`config.mk`:
```
export PLATFORM = sky130hd
export DESIGN_NAME = rti_pal
export DESIGN_NICKNAME = d
export VERILOG_FILES = /design/src/rtl/rgb_to_terminal_color_index_macros.svh /design/src/rtl/rti_pkg.sv /design/src/rtl/rti_pal.sv
export SDC_FILE = /design/constraint.sdc
export NUM_CORES = 2
export LEC_CHECK = 0
export BUFFER_PORTS_ARGS = -buffer_cell sky130_fd_sc_hd__buf_2
export CAP_MARGIN = 20
export CORE_ASPECT_RATIO = 2
export CORE_UTILIZATION = 30
export CTS_BUF_LIST = sky130_fd_sc_hd__clkbuf_2
export DETAILED_ROUTE_END_ITERATION = 6
export GPL_TIMING_DRIVEN = 0
export SYNTH_ARGS = -nofsm -noshare
export SYNTH_HDL_FRONTEND = slang
export SYNTH_SLANG_ARGS = --single-unit
```
`constraint.sdc`:
```
create_clock -name clk -period 16.1 [get_ports clk]
set_clock_uncertainty 0.1 [all_clocks]
set_input_delay 3.22 -clock clk [delete_from_list [all_inputs] [get_ports clk]]
set_output_delay 3.22 -clock clk [all_outputs]
set_load 0.005 [all_outputs]
```
`src/rtl/rgb_to_terminal_color_index_macros.svh`:
```
// ----------------------------------------------------------------------------
// rgb to terminal color index: assertion macros
// shared concurrent check forms, sampled on clk, off while rst_n is low
// ----------------------------------------------------------------------------
`ifndef RGB_TO_TERMINAL_COLOR_INDEX_MACROS_SVH
`define RGB_TO_TERMINAL_COLOR_INDEX_MACROS_SVH

// consequent holds in the same cycle
`define RTI_ASSERT_NOW(lbl, ante, cons, msg) \
  lbl: assert property (@(posedge clk) disable iff (!rst_n) (ante) |-> (cons)) \
    else $error(msg);

// consequent holds in the next cycle
`define RTI_ASSERT_NEXT(lbl, ante, cons, msg) \
  lbl: assert property (@(posedge clk) disable iff (!rst_n) (ante) |=> (cons)) \
    else $error(msg);

`endif

```
`src/rtl/rti_pkg.sv`:
```
// ----------------------------------------------------------------------------
// rti_pkg
// shared types, constants and arithmetic helpers of the color index mapper
// ----------------------------------------------------------------------------
package rti_pkg;

  localparam int COLOR_W  = 25;
  localparam int RGB_W    = 24;
  localparam int CH_W     = 8;
  localparam int MODE_W   = 2;
  localparam int PSIZE_W  = 5;
  localparam int CFG_IDX_W = 1;
  localparam int CFG_W    = 5;

  localparam int PAL_ENTRIES_DEF = 16;
  localparam int PAL_LEAVES      = 16;
  localparam int PAL_MIN         = 8;
  localparam int PAL_IDX_W       = 4;
  localparam int PAL_MID         = 4;
  localparam int DIST_W          = 18;

  localparam int PIPE_LAST = 5;

  localparam int CUBE_T0    = 48;
  localparam int CUBE_T1    = 115;
  localparam int CUBE_BASE  = 35;
  localparam int CUBE_STEP  = 40;
  localparam int CUBE_FIRST = 16;
  localparam int CUBE_R_MUL = 36;
  localparam int CUBE_G_MUL = 6;
  localparam int STEP_W     = 3;
  localparam int SUM_W      = 10;
  localparam int IDX_W      = 8;

  localparam int AVG_MUL     = 683;
  localparam int AVG_SHIFT   = 11;
  localparam int AVG_PROD_W  = 20;
  localparam int TENTH_MUL   = 205;
  localparam int TENTH_SHIFT = 11;
  localparam int TENTH_PROD_W = 16;
  localparam int GRAY_OFS    = 3;
  localparam int GRAY_STEP   = 10;
  localparam int GRAY_FIRST  = 8;
  localparam int GRAY_BASE   = 232;
  localparam int GRAY_K_MAX  = 23;
  localparam int GRAY_K_W    = 5;

  localparam logic [CH_W-1:0] CUBE_LEVEL [6] = '{
    8'h00, 8'h5F, 8'h87, 8'hAF, 8'hD7, 8'hFF
  };

  localparam logic [RGB_W-1:0] PALETTE [PAL_LEAVES] = '{
    24'h000000, 24'hCD0000, 24'h00CD00, 24'hCDCD00, 24'h0000EE, 24'hCD00CD,
    24'h00CDCD, 24'hE5E5E5, 24'h7F7F7F, 24'hFF0000, 24'h00FF00, 24'hFFFF00,
    24'h5C5CFF, 24'hFF00FF, 24'h00FFFF, 24'hFFFFFF
  };

  typedef enum logic [MODE_W-1:0] {
    MODE_FEW    = 2'd0,
    MODE_PAL    = 2'd1,
    MODE_CUBE   = 2'd2,
    MODE_DIRECT = 2'd3
  } mode_t;

  typedef enum logic [CFG_IDX_W-1:0] {
    CFG_COLOR_MODE   = 1'b0,
    CFG_PALETTE_SIZE = 1'b1
  } cfg_idx_t;

  typedef struct packed {
    logic [CH_W-1:0] r;
    logic [CH_W-1:0] g;
    logic [CH_W-1:0] b;
  } chan_t;

  typedef struct packed {
    logic                 ok;
    logic [DIST_W-1:0]    d;
    logic [PAL_IDX_W-1:0] idx;
  } node_t;

  function automatic logic [2*CH_W-1:0] sq_diff(logic [CH_W-1:0] a, logic [CH_W-1:0] b);
    logic [CH_W-1:0] d;
    d = (a > b) ? a - b : b - a;
    return (2*CH_W)'(d) * (2*CH_W)'(d);
  endfunction

  function automatic logic [DIST_W-1:0] dist3(chan_t a, chan_t b);
    return DIST_W'(sq_diff(a.r, b.r)) + DIST_W'(sq_diff(a.g, b.g)) +
           DIST_W'(sq_diff(a.b, b.b));
  endfunction

  function automatic logic [STEP_W-1:0] cube_step(logic [CH_W-1:0] v);
    logic [STEP_W-1:0] s;
    if (v < CH_W'(CUBE_T0)) s = STEP_W'(0);
    else if (v < CH_W'(CUBE_T1)) s = STEP_W'(1);
    else if (v < CH_W'(CUBE_BASE + 3 * CUBE_STEP)) s = STEP_W'(2);
    else if (v < CH_W'(CUBE_BASE + 4 * CUBE_STEP)) s = STEP_W'(3);
    else if (v < CH_W'(CUBE_BASE + 5 * CUBE_STEP)) s = STEP_W'(4);
    else s = STEP_W'(5);
    return s;
  endfunction

  // lower index wins a tie
  function automatic node_t pick(node_t a, node_t b);
    node_t res;
    if (!b.ok) res = a;
    else if (!a.ok) res = b;
    else if (b.d < a.d) res = b;
    else res = a;
    return res;
  endfunction

endpackage

```
`src/rtl/rti_pal.sv`:
```
// ----------------------------------------------------------------------------
// rti_pal
// fixed palette search: lane distances, then a registered min tree
// ----------------------------------------------------------------------------
module rti_pal #(
  parameter int PALETTE_ENTRIES = rti_pkg::PAL_ENTRIES_DEF
) (
  input  logic                          clk,
  input  logic                          adv,
  input  rti_pkg::chan_t                rgb,
  input  logic [rti_pkg::PSIZE_W-1:0]   n,
  output logic [rti_pkg::PAL_IDX_W-1:0] pal_idx
);
  import rti_pkg::*;

  node_t                leaf_nxt [PAL_LEAVES];
  node_t                leaf_r   [PAL_LEAVES];
  node_t                mid_nxt  [PAL_MID];
  node_t                mid_r    [PAL_MID];
  node_t                best_nxt;
  logic [PAL_IDX_W-1:0] best_r;
  logic [PAL_IDX_W-1:0] hold_r;

  // stage 2: one distance per lane
  always_comb begin
    for (int i = 0; i < PAL_LEAVES; i++) begin
      leaf_nxt[i].idx = PAL_IDX_W'(i);
      if (i < PALETTE_ENTRIES) begin
        leaf_nxt[i].ok = PSIZE_W'(i) < n;
        leaf_nxt[i].d  = dist3(rgb, chan_t'(PALETTE[i]));
      end else begin
        leaf_nxt[i].ok = 1'b0;
        leaf_nxt[i].d  = '0;
      end
    end
  end

  // stage 3: sixteen to four
  always_comb begin
    node_t l1 [PAL_LEAVES/2];
    for (int i = 0; i < PAL_LEAVES/2; i++) begin
      l1[i] = pick(leaf_r[2*i], leaf_r[2*i+1]);
    end
    for (int i = 0; i < PAL_MID; i++) begin
      mid_nxt[i] = pick(l1[2*i], l1[2*i+1]);
    end
  end

  // stage 4: four to one
  always_comb begin
    best_nxt = pick(pick(mid_r[0], mid_r[1]), pick(mid_r[2], mid_r[3]));
  end

  always_ff @(posedge clk) begin
    if (adv) begin
      leaf_r <= leaf_nxt;
      mid_r  <= mid_nxt;
      best_r <= best_nxt.idx;
      hold_r <= best_r;
    end
  end

  assign pal_idx = hold_r;

endmodule

```
==> impl_metrics.py <==
metrics = {
    "clock_network": {
        "cts.sinks": 387,
        "clkTransAtPathRegs_ns": 0.12,
        "hold_buffers": 0,
        "cts_tree": "built",
        "clk_path_buf_depth": 3,
        "ctsResizeCount": 0,
        "post_cts_buffers": 0,
        "cts_root_buf": "clkbuf_2",
        "h-tree-depth": 3,
        "worstSkewPairLatency_ns": 1.23,
        "cts_buffers": 81,
    },
    "placement": {
        "io_buffers": 28,
        "dp_hpwl_um": 201000,
        "pre_cts_slack_ns": -0.239,
        "place.gp.congestion": 0.988,
    },
    "floorplan": {
        "io_pins": 35,
        "initial_utilization": 0.302,
        "rows": 241,
        "core_area_um2": 215000,
        "fp.dieH_um": 660,
        "die-area_um2": 218000,
        "die_x_um": 331,
    },
    "timing": {
        "rsz0062_at_grt": "no",
        "setup_tns_ns": 0,
        "finalSetupViolCount": 0,
        "relSlewSlack": 0.177,
        "period_needed_ns": 15.07,
        "setup_ws_ns": 1.03,
        "hold_viol_final": 0,
        "whs_ns": 0.335,
        "maxSlewViolCount": 0,
        "worst_pin_slew_ns": 1.23,
        "period_share": 0.936,
        "fmax_mhz": 66.4,
    },
    "global_route": {
        "grtUsageTotal": 0.212,
        "grt_pass1_wl_um": 336000,
        "grt_pass1_vias": 55400,
        "grt-ovfl-total": 0,
        "grt_max_degree": 122,
        "grt_antenna_before_repair": 25,
    },
    "logic_synthesis": {
        "avgSynthCellArea_um2": 9.02,
        "netlist_top_cells_count": "inv_1, ha_1, nor2_1",
        "ys_async_sr_fraction": 0,
        "synthTopCellsByArea": "ha_1, fa_1, edfxtp_1",
        "netlist_instances": 7197,
        "synth.top_cell.area_share": 0.203,
        "synth_area_leader_cell": "ha_1",
        "yosys_warnings": 0,
        "synth.distinct_cells": 91,
        "synth-seq-cells": 387,
        "syn_area_um2": 64900,
        "synth_ff_type": "edfxtp_1",
        "synth_most_common_cell": "inv_1",
        "synth_edf_count": 387,
        "seq_area_frac_synth": 0.179,
    },
    "min_path": {
        "min_from": "best_r[1]",
        "hold_path.class": "flop to flop",
    },
    "routing": {
        "firstDrtPassIters": 6,
        "ant_nets": 0,
        "vias_per_cell": 5.01,
        "drcViolationCount": 0,
        "vias": 51500,
        "wl_um": 230000,
        "drt_iter0_markers": 2225,
        "wl_per_cell_um": 22.4,
    },
    "setup_path": {
        "crit_path_start": "rgb[8]",
        "crit_required_ns": 17.01,
        "worst_setup_path_end_kind": "flop",
        "cp_common_cell": "inv_1",
        "rr_startpoint": "leaf_r[349]",
        "path_class": "primary input to flop",
        "cpMaxStageDelayCell": "clkbuf_1",
        "critical_path.max_stage_delay_ns": 0.77,
        "worstPathArrival_ns": 15.98,
        "startpoint_type": "primary input",
        "path_max_fanout": 17,
    },
    "final_layout": {
        "area_growth_pct": 9.12,
        "drive_above_1_share": 0.0528,
        "finalNetCount": 9142,
        "fillers": 22500,
    },
    "flow_run": {
        "cap_violations": 0,
    },
    "outcome": {
        "outcome": "finished, final reports clean",
    },
}
==> placed cells by master (no fill, tap or decap), drive strengths merged, types with 86 or more instances in the layout <==
cell type / count
xnor2: 343
a21o: 134
a21oi: 414
nand2: 362
nor3: 115
xor2: 133
edfxtp: 387
clkbuf: 209
o21ai: 320
buf: 121
mux2i: 86
nor2: 754
ha: 1052
inv: 1349
fa: 647
nor2b: 103
==> per-stage QoR <==
stage           util  std cells  area [um2]
2_1_floorplan      -       7228       65100
3_3_place_gp   0.319      10100       68700
3_5_place_dp   0.324      10100       69700
4_1_cts        0.328      10300       70700
5_1_grt        0.329      10300       70800
6_report       0.329      10300       70900
==> sequential cells by signal, summed over array words and instances, names as in the netlist <==
| register | cells |
|---|---|
| mid_r | 84 |
| leaf_r | 295 |
| pal_idx | 4 |
| best_r | 4 |
==> worst max-delay path, delay by kind of cell <==
kind            cells  cell delay (ns)
simple gates        7             1.56
fa+ha+maj          12             4.98
buf+inv            14             2.95
compound gates      7             1.62
xor+xnor            3             1.57
==> metal layers <==
metal	vias up	share of wire	global-route usage
met5	-	0.00032	0
met4	12	0.14	0.253
met3	809	0.032	0.0247
met2	1360	0.53	0.395
met1	24900	0.30	0.176
li1	24400	-	-
==> kinds of logic after synthesis <==
kind of cell,share of synthesized area
flip-flops,0.179
XOR/XNOR,0.0642
buffers and inverters,0.0863
multiplexers,0.0193
AND/OR/NAND/NOR,0.119
other,0.000116
adder cells (fa/ha/maj),0.403
AO/OA/AOI/OAI,0.129
==> cell type report <==
class,instances,area (um2),share of cell area
clock buffers,98,490,0.00692
plain buffers,132,524,0.00740
multi-input cells,5355,48100,0.679
inverters,1354,5080,0.0717
diodes,9,22.5,0.000318
flip-flops and latches,387,11600,0.164
clock inverters,47,482,0.00680
well taps,2794,3500,0.0493
repair buffers,101,1060,0.0150
==> worst paths after layout <==
check	to	slack, ns	cells past startpoint
max reg2reg	mid_r[44]	9.62	17
max	leaf_r[273]	1.03	43
min	pal_idx[1]	0.34	0
min reg2reg	pal_idx[1]	0.34	0
Power is not shown: default switching activity piles up to over one toggle a cycle in this logic, so the estimate is an artifact.
