===== src/rtl/rgb_to_terminal_color_index_macros.svh =====
// ----------------------------------------------------------------------------
// rgb to terminal color index: assertion macros
// shared concurrent check forms, sampled on clk, off while rst_n is low
// ----------------------------------------------------------------------------
`ifndef RGB_TO_TERMINAL_COLOR_INDEX_MACROS_SVH
`define RGB_TO_TERMINAL_COLOR_INDEX_MACROS_SVH

// consequent holds in the same cycle
`define RTI_ASSERT_NOW(lbl, ante, cons, msg) \
  lbl: assert property (@(posedge clk) disable iff (!rst_n) (ante) |-> (cons)) \
    else $error(msg);

// consequent holds in the next cycle
`define RTI_ASSERT_NEXT(lbl, ante, cons, msg) \
  lbl: assert property (@(posedge clk) disable iff (!rst_n) (ante) |=> (cons)) \
    else $error(msg);

`endif


===== src/rtl/rti_pkg.sv =====
// ----------------------------------------------------------------------------
// rti_pkg
// shared types, constants and arithmetic helpers of the color index mapper
// ----------------------------------------------------------------------------
package rti_pkg;

  localparam int COLOR_W  = 25;
  localparam int RGB_W    = 24;
  localparam int CH_W     = 8;
  localparam int MODE_W   = 2;
  localparam int PSIZE_W  = 5;
  localparam int CFG_IDX_W = 1;
  localparam int CFG_W    = 5;

  localparam int PAL_ENTRIES_DEF = 16;
  localparam int PAL_LEAVES      = 16;
  localparam int PAL_MIN         = 8;
  localparam int PAL_IDX_W       = 4;
  localparam int PAL_MID         = 4;
  localparam int DIST_W          = 18;

  localparam int PIPE_LAST = 5;

  localparam int CUBE_T0    = 48;
  localparam int CUBE_T1    = 115;
  localparam int CUBE_BASE  = 35;
  localparam int CUBE_STEP  = 40;
  localparam int CUBE_FIRST = 16;
  localparam int CUBE_R_MUL = 36;
  localparam int CUBE_G_MUL = 6;
  localparam int STEP_W     = 3;
  localparam int SUM_W      = 10;
  localparam int IDX_W      = 8;

  localparam int AVG_MUL     = 683;
  localparam int AVG_SHIFT   = 11;
  localparam int AVG_PROD_W  = 20;
  localparam int TENTH_MUL   = 205;
  localparam int TENTH_SHIFT = 11;
  localparam int TENTH_PROD_W = 16;
  localparam int GRAY_OFS    = 3;
  localparam int GRAY_STEP   = 10;
  localparam int GRAY_FIRST  = 8;
  localparam int GRAY_BASE   = 232;
  localparam int GRAY_K_MAX  = 23;
  localparam int GRAY_K_W    = 5;

  localparam logic [CH_W-1:0] CUBE_LEVEL [6] = '{
    8'h00, 8'h5F, 8'h87, 8'hAF, 8'hD7, 8'hFF
  };

  localparam logic [RGB_W-1:0] PALETTE [PAL_LEAVES] = '{
    24'h000000, 24'hCD0000, 24'h00CD00, 24'hCDCD00, 24'h0000EE, 24'hCD00CD,
    24'h00CDCD, 24'hE5E5E5, 24'h7F7F7F, 24'hFF0000, 24'h00FF00, 24'hFFFF00,
    24'h5C5CFF, 24'hFF00FF, 24'h00FFFF, 24'hFFFFFF
  };

  typedef enum logic [MODE_W-1:0] {
    MODE_FEW    = 2'd0,
    MODE_PAL    = 2'd1,
    MODE_CUBE   = 2'd2,
    MODE_DIRECT = 2'd3
  } mode_t;

  typedef enum logic [CFG_IDX_W-1:0] {
    CFG_COLOR_MODE   = 1'b0,
    CFG_PALETTE_SIZE = 1'b1
  } cfg_idx_t;

  typedef struct packed {
    logic [CH_W-1:0] r;
    logic [CH_W-1:0] g;
    logic [CH_W-1:0] b;
  } chan_t;

  typedef struct packed {
    logic                 ok;
    logic [DIST_W-1:0]    d;
    logic [PAL_IDX_W-1:0] idx;
  } node_t;

  function automatic logic [2*CH_W-1:0] sq_diff(logic [CH_W-1:0] a, logic [CH_W-1:0] b);
    logic [CH_W-1:0] d;
    d = (a > b) ? a - b : b - a;
    return (2*CH_W)'(d) * (2*CH_W)'(d);
  endfunction

  function automatic logic [DIST_W-1:0] dist3(chan_t a, chan_t b);
    return DIST_W'(sq_diff(a.r, b.r)) + DIST_W'(sq_diff(a.g, b.g)) +
           DIST_W'(sq_diff(a.b, b.b));
  endfunction

  function automatic logic [STEP_W-1:0] cube_step(logic [CH_W-1:0] v);
    logic [STEP_W-1:0] s;
    if (v < CH_W'(CUBE_T0)) s = STEP_W'(0);
    else if (v < CH_W'(CUBE_T1)) s = STEP_W'(1);
    else if (v < CH_W'(CUBE_BASE + 3 * CUBE_STEP)) s = STEP_W'(2);
    else if (v < CH_W'(CUBE_BASE + 4 * CUBE_STEP)) s = STEP_W'(3);
    else if (v < CH_W'(CUBE_BASE + 5 * CUBE_STEP)) s = STEP_W'(4);
    else s = STEP_W'(5);
    return s;
  endfunction

  // lower index wins a tie
  function automatic node_t pick(node_t a, node_t b);
    node_t res;
    if (!b.ok) res = a;
    else if (!a.ok) res = b;
    else if (b.d < a.d) res = b;
    else res = a;
    return res;
  endfunction

endpackage


===== src/rtl/rti_cube.sv =====
// ----------------------------------------------------------------------------
// rti_cube
// 6-step cube quantizer with gray ramp candidate, four register stages
// ----------------------------------------------------------------------------
module rti_cube (
  input  logic                       clk,
  input  logic                       adv,
  input  rti_pkg::chan_t             rgb,
  output logic                       exact,
  output logic [rti_pkg::DIST_W-1:0] cube_dist,
  output logic [rti_pkg::DIST_W-1:0] gray_dist,
  output logic [rti_pkg::IDX_W-1:0]  cube_idx,
  output logic [rti_pkg::IDX_W-1:0]  gray_idx
);
  import rti_pkg::*;

  // stage 2
  chan_t               rgb2_r;
  logic [STEP_W-1:0]   ri2_r, gi2_r, bi2_r;
  logic [SUM_W-1:0]    sum2_r;
  // stage 3
  chan_t               rgb3_r;
  logic                exact3_r;
  logic [DIST_W-1:0]   cdist3_r;
  logic [CH_W-1:0]     avg3_r;
  logic [IDX_W-1:0]    cidx3_r;
  logic                exact3_nxt;
  logic [DIST_W-1:0]   cdist3_nxt;
  logic [CH_W-1:0]     avg3_nxt;
  logic [IDX_W-1:0]    cidx3_nxt;
  // stage 4
  chan_t               rgb4_r;
  logic                exact4_r;
  logic [DIST_W-1:0]   cdist4_r;
  logic [IDX_W-1:0]    cidx4_r;
  logic [GRAY_K_W-1:0] k4_r;
  logic [CH_W-1:0]     gv4_r;
  logic [GRAY_K_W-1:0] k4_nxt;
  logic [CH_W-1:0]     gv4_nxt;
  // stage 5
  logic                exact5_r;
  logic [DIST_W-1:0]   cdist5_r;
  logic [DIST_W-1:0]   gdist5_r;
  logic [IDX_W-1:0]    cidx5_r;
  logic [IDX_W-1:0]    gidx5_r;

  always_comb begin
    chan_t                 lvl;
    logic [AVG_PROD_W-1:0] prod;
    lvl.r      = CUBE_LEVEL[ri2_r];
    lvl.g      = CUBE_LEVEL[gi2_r];
    lvl.b      = CUBE_LEVEL[bi2_r];
    exact3_nxt = (lvl == rgb2_r);
    cdist3_nxt = dist3(rgb2_r, lvl);
    prod       = AVG_PROD_W'(sum2_r) * AVG_PROD_W'(AVG_MUL);
    avg3_nxt   = prod[AVG_SHIFT +: CH_W];
    cidx3_nxt  = IDX_W'(ri2_r) * IDX_W'(CUBE_R_MUL) + IDX_W'(gi2_r) * IDX_W'(CUBE_G_MUL) +
                 IDX_W'(bi2_r) + IDX_W'(CUBE_FIRST);
  end

  always_comb begin
    logic [CH_W-1:0]         diff;
    logic [TENTH_PROD_W-1:0] prod;
    logic [GRAY_K_W-1:0]     q;
    diff = avg3_r - CH_W'(GRAY_OFS);
    prod = TENTH_PROD_W'(diff) * TENTH_PROD_W'(TENTH_MUL);
    q    = prod[TENTH_SHIFT +: GRAY_K_W];
    if (avg3_r < CH_W'(GRAY_OFS)) k4_nxt = '0;
    else if (q > GRAY_K_W'(GRAY_K_MAX)) k4_nxt = GRAY_K_W'(GRAY_K_MAX);
    else k4_nxt = q;
    gv4_nxt = CH_W'(k4_nxt) * CH_W'(GRAY_STEP) + CH_W'(GRAY_FIRST);
  end

  always_ff @(posedge clk) begin
    if (adv) begin
      rgb2_r   <= rgb;
      ri2_r    <= cube_step(rgb.r);
      gi2_r    <= cube_step(rgb.g);
      bi2_r    <= cube_step(rgb.b);
      sum2_r   <= SUM_W'(rgb.r) + SUM_W'(rgb.g) + SUM_W'(rgb.b);

      rgb3_r   <= rgb2_r;
      exact3_r <= exact3_nxt;
      cdist3_r <= cdist3_nxt;
      avg3_r   <= avg3_nxt;
      cidx3_r  <= cidx3_nxt;

      rgb4_r   <= rgb3_r;
      exact4_r <= exact3_r;
      cdist4_r <= cdist3_r;
      cidx4_r  <= cidx3_r;
      k4_r     <= k4_nxt;
      gv4_r    <= gv4_nxt;

      exact5_r <= exact4_r;
      cdist5_r <= cdist4_r;
      gdist5_r <= dist3(rgb4_r, chan_t'({gv4_r, gv4_r, gv4_r}));
      cidx5_r  <= cidx4_r;
      gidx5_r  <= IDX_W'(GRAY_BASE) + IDX_W'(k4_r);
    end
  end

  assign exact     = exact5_r;
  assign cube_dist = cdist5_r;
  assign gray_dist = gdist5_r;
  assign cube_idx  = cidx5_r;
  assign gray_idx  = gidx5_r;

endmodule


===== config.mk =====
export PLATFORM = sky130hd
export DESIGN_NAME = rti_cube
export DESIGN_NICKNAME = d
export VERILOG_FILES = /design/src/rtl/rgb_to_terminal_color_index_macros.svh /design/src/rtl/rti_pkg.sv /design/src/rtl/rti_cube.sv
export SDC_FILE = /design/constraint.sdc
export NUM_CORES = 1
export LEC_CHECK = 0
export BUFFER_PORTS_ARGS = -buffer_cell sky130_fd_sc_hd__buf_2
export CORE_MARGIN = 2
export CORE_UTILIZATION = 50
export DETAILED_ROUTE_END_ITERATION = 7
export MAX_ROUTING_LAYER = met4
export PLACE_DENSITY_LB_ADDON = 0.2
export SYNTH_ARGS = -nofsm -noshare
export SYNTH_HDL_FRONTEND = slang
export SYNTH_SLANG_ARGS = --single-unit

===== constraint.sdc =====
create_clock -name clk -period 8.1 [get_ports clk]
set_input_delay 2.43 -clock clk [delete_from_list [all_inputs] [get_ports clk]]
set_output_delay 2.43 -clock clk [all_outputs]
set_load 0.005 [all_outputs]

==> impl_metrics.py <==
metrics = {
    "run_status": {
        "status": "finished, violations left",
        "failed_checks": "negative setup slack",
    },
    "grt": {
        "antenna_found_initial": 2,
        "grt_pass1_vias": 19790,
        "grt_overflow_total": 0,
        "grt.total_usage_pct": 23.33,
        "grt_max_degree": 193,
        "grt_pass1_wl_um": 96010,
    },
    "worst_setup_path": {
        "crit_start": "ri2_r[2]",
        "criticalPathCategory": "reg2reg",
        "reg2reg_from": "ri2_r[2]",
        "arrival_ps": 8610,
        "worstPathRequired_ps": 8420,
        "r2r_slack_ps": -190,
        "endpoint_kind": "register",
        "worstReg2RegEnd": "cdist3_r[17]",
        "cp_max_fo": 3,
        "rr_worst_depth": 30,
        "slowest_delay_ps": 540,
        "cp_slowest_cell": "fa_2",
        "start_kind": "register",
    },
    "floorplanning": {
        "die_h_um": 229.4,
        "start_util_pct": 50.64,
        "rows": 82,
        "die_w_um": 229.4,
        "die_area_mm2": 0.05263,
        "core_mm2": 0.05017,
        "io_pins": 79,
    },
    "drt": {
        "drc_errors": 0,
        "num_vias": 18000,
        "vias_per_cell": 5.030,
        "wl_per_cell_um": 16.15,
        "dr.first_iter.drc_count": 822,
        "ant_nets": 0,
        "dr.pass1.iters": 5,
        "drt-total-wl_um": 57780,
    },
    "timing": {
        "fin_crit_sh_pct": 102.4,
        "max_freq_ghz": 0.1206,
        "hold_viol_final": 0,
        "finalCriticalPeriod_ps": 8292,
        "finalMaxSlewViolations": 0,
        "relSlewSlack_pct": 24.31,
        "worst_pin_slew_ps": 1135,
        "setup_ws_ps": -191.5,
        "setup_viol": 7,
        "rsz0062_at_grt": "yes",
        "clock_skew_ps": 17.65,
    },
    "synth": {
        "ys_async_sr_fraction_pct": 0,
        "syn-cell-area_mm2": 0.02540,
        "synth.distinct_cells": 89,
        "ys_seq_elements": 214,
        "syn_inst": 2411,
        "yosysWarnings": 0,
        "syn_nets": 3135,
        "synth-edff-count": 214,
        "synth_flop_cell": "edfxtp_1",
        "synth-seq-area-share_pct": 25.30,
        "avgSynthCellArea_um2": 10.54,
    },
    "cts": {
        "cts_buffer_depth": 3,
        "clkSinkCount": 214,
        "htree_levels": 1,
        "clkTransAtPathRegs_ps": 70,
        "cts_made_buffers": 27,
        "cts_root_buffer": "clkbuf_16",
        "hold_buffers": 0,
        "tritoncts": "built",
        "clk_latency_ps": 580,
    },
    "finish": {
        "nets": 3608,
        "final_cell_mix": "inv_1, buf_4, ha_1, fa_1, edfxtp_1",
        "fill_cells": 4025,
        "drive_above_1_share_pct": 26.89,
        "syn_to_final_growth_pct": 24.85,
        "final_common_cell": "inv_1",
        "stdcell_count": 3578,
        "multiInputGateArea_mm2": 0.01792,
        "layout.area.seq_mm2": 0.006426,
    },
    "place": {
        "dp.cells": 3450,
        "portBuffers": 78,
        "gp_congestion": 0.9249,
        "hpwl_um": 46970,
        "dp_slack_ps": -449.6,
    },
    "hold_path": {
        "hold_depth": 0,
        "worstHoldStart": "rgb3_r[14]",
        "hp-class": "reg2reg",
        "hold_end": "rgb4_r[14]",
    },
    "flow_run": {
        "drv_cap": 0,
    },
}
## routing by layer
metal / vias up / track usage, % / share of wire (%)
met5: - / - / 0
met3: 139 / 2.229 / 3.2
met1: 8819 / 28.92 / 43
li1: 8734 / - / -
met2: 306 / 40.17 / 50
met4: 0 / 7.691 / 3.6
## how the worst max path moves through the flow
stage,end,slack (ps),cells after the start
after floorplan,cdist3_r[17],-90,30
after global placement,gray_dist[16],-290,28
after detailed placement,gray_dist[16],-450,29
after CTS,cdist3_r[17],-140,31
after global routing,cdist3_r[17],-430,35
final,cdist3_r[17],-190,30
## logic make-up (layout without fill, tap and decap cells)
kind of cell | count (synthesis) | after routing | synth area share [%]
buffers and inverters | 608 | 1101 | 9.161
flip-flops | 214 | 214 | 25.30
other | 0 | 2 | 0
AO/OA/AOI/OAI | 278 | 278 | 7.334
AND/OR/NAND/NOR | 466 | 466 | 8.752
multiplexers | 35 | 35 | 1.497
XOR/XNOR | 112 | 112 | 4.068
adder cells (fa/ha/maj) | 698 | 698 | 43.89
## worst max-delay path: cells and delay by family (launching register included)
family          cells  cell delay [ps]
compound gates      8             1470
mux                 1              300
flops               1              480
xor+xnor            1               70
buf+inv             4              290
fa+ha+maj          10             4090
simple gates        6             1340
## stage by stage
stage,utilization (%),cell area [um2],TNS [ps],hold WS [ps]
after floorplan,-,25480,-90.79,400.3
after global placement,57.73,28970,-1444,400.8
after detailed placement,57.73,28970,-3165,404.5
after CTS,61.74,30970,-393.5,408.8
after global routing,63.22,31720,-3227,397.3
final,63.22,31720,-548.7,411.0
## registers in the layout, summed over array words and instances (netlist names)
register   flops
avg3_r         8
bi2_r          3
cdist3_r      18
cdist4_r      18
cidx3_r        8
cidx4_r        8
cube_dist     18
cube_idx       8
exact          1
exact3_r       1
exact4_r       1
gi2_r          3
gray_dist     18
gray_idx       6
gv4_r          5
k4_r           5
rgb2_r        24
rgb3_r        24
rgb4_r        24
ri2_r          3
sum2_r        10
## synthesized netlist by cell type, drive strengths merged (9+ instances only)
cell type,instances,share of area [%]
inv,577,8.5
o21bai,11,0.33
xnor2,73,2.7
fa,322,25
nor2b,20,0.49
or2,24,0.59
buf,20,0.47
or3,12,0.30
a21oi,82,1.7
nand2b,28,0.69
nand3,18,0.35
a21o,33,0.98
ha,376,19
clkbuf,9,0.13
o21a,10,0.30
mux2i,20,0.80
a31oi,10,0.33
and3,18,0.46
nor3,33,0.65
mux2,15,0.69
xor2,39,1.4
nand2,84,1.2
nor2,188,2.8
nand4,15,0.39
edfxtp,214,25
o211ai,10,0.32
o21ai,59,1.2
## layout make-up
cell class	instances	share of cell area, %
antenna	2	0.01578
clock buffer	32	2.189
clock inverter	17	0.5562
inverter	579	6.860
multi-input combinational	1589	56.49
sequential	214	20.26
tap	672	2.651
timing repair buffer	473	10.97
## timing repair
| item | CTS | global route |
|---|---|---|
| setup endpoints to repair | 12 | 16 |
| buffers inserted | 53 | 28 |
| pin swaps | 124 | 100 |
| resized for setup | 140 | 140 |
Power is not shown: default switching activity piles up to over one toggle a cycle in this logic, so the estimate is an artifact.
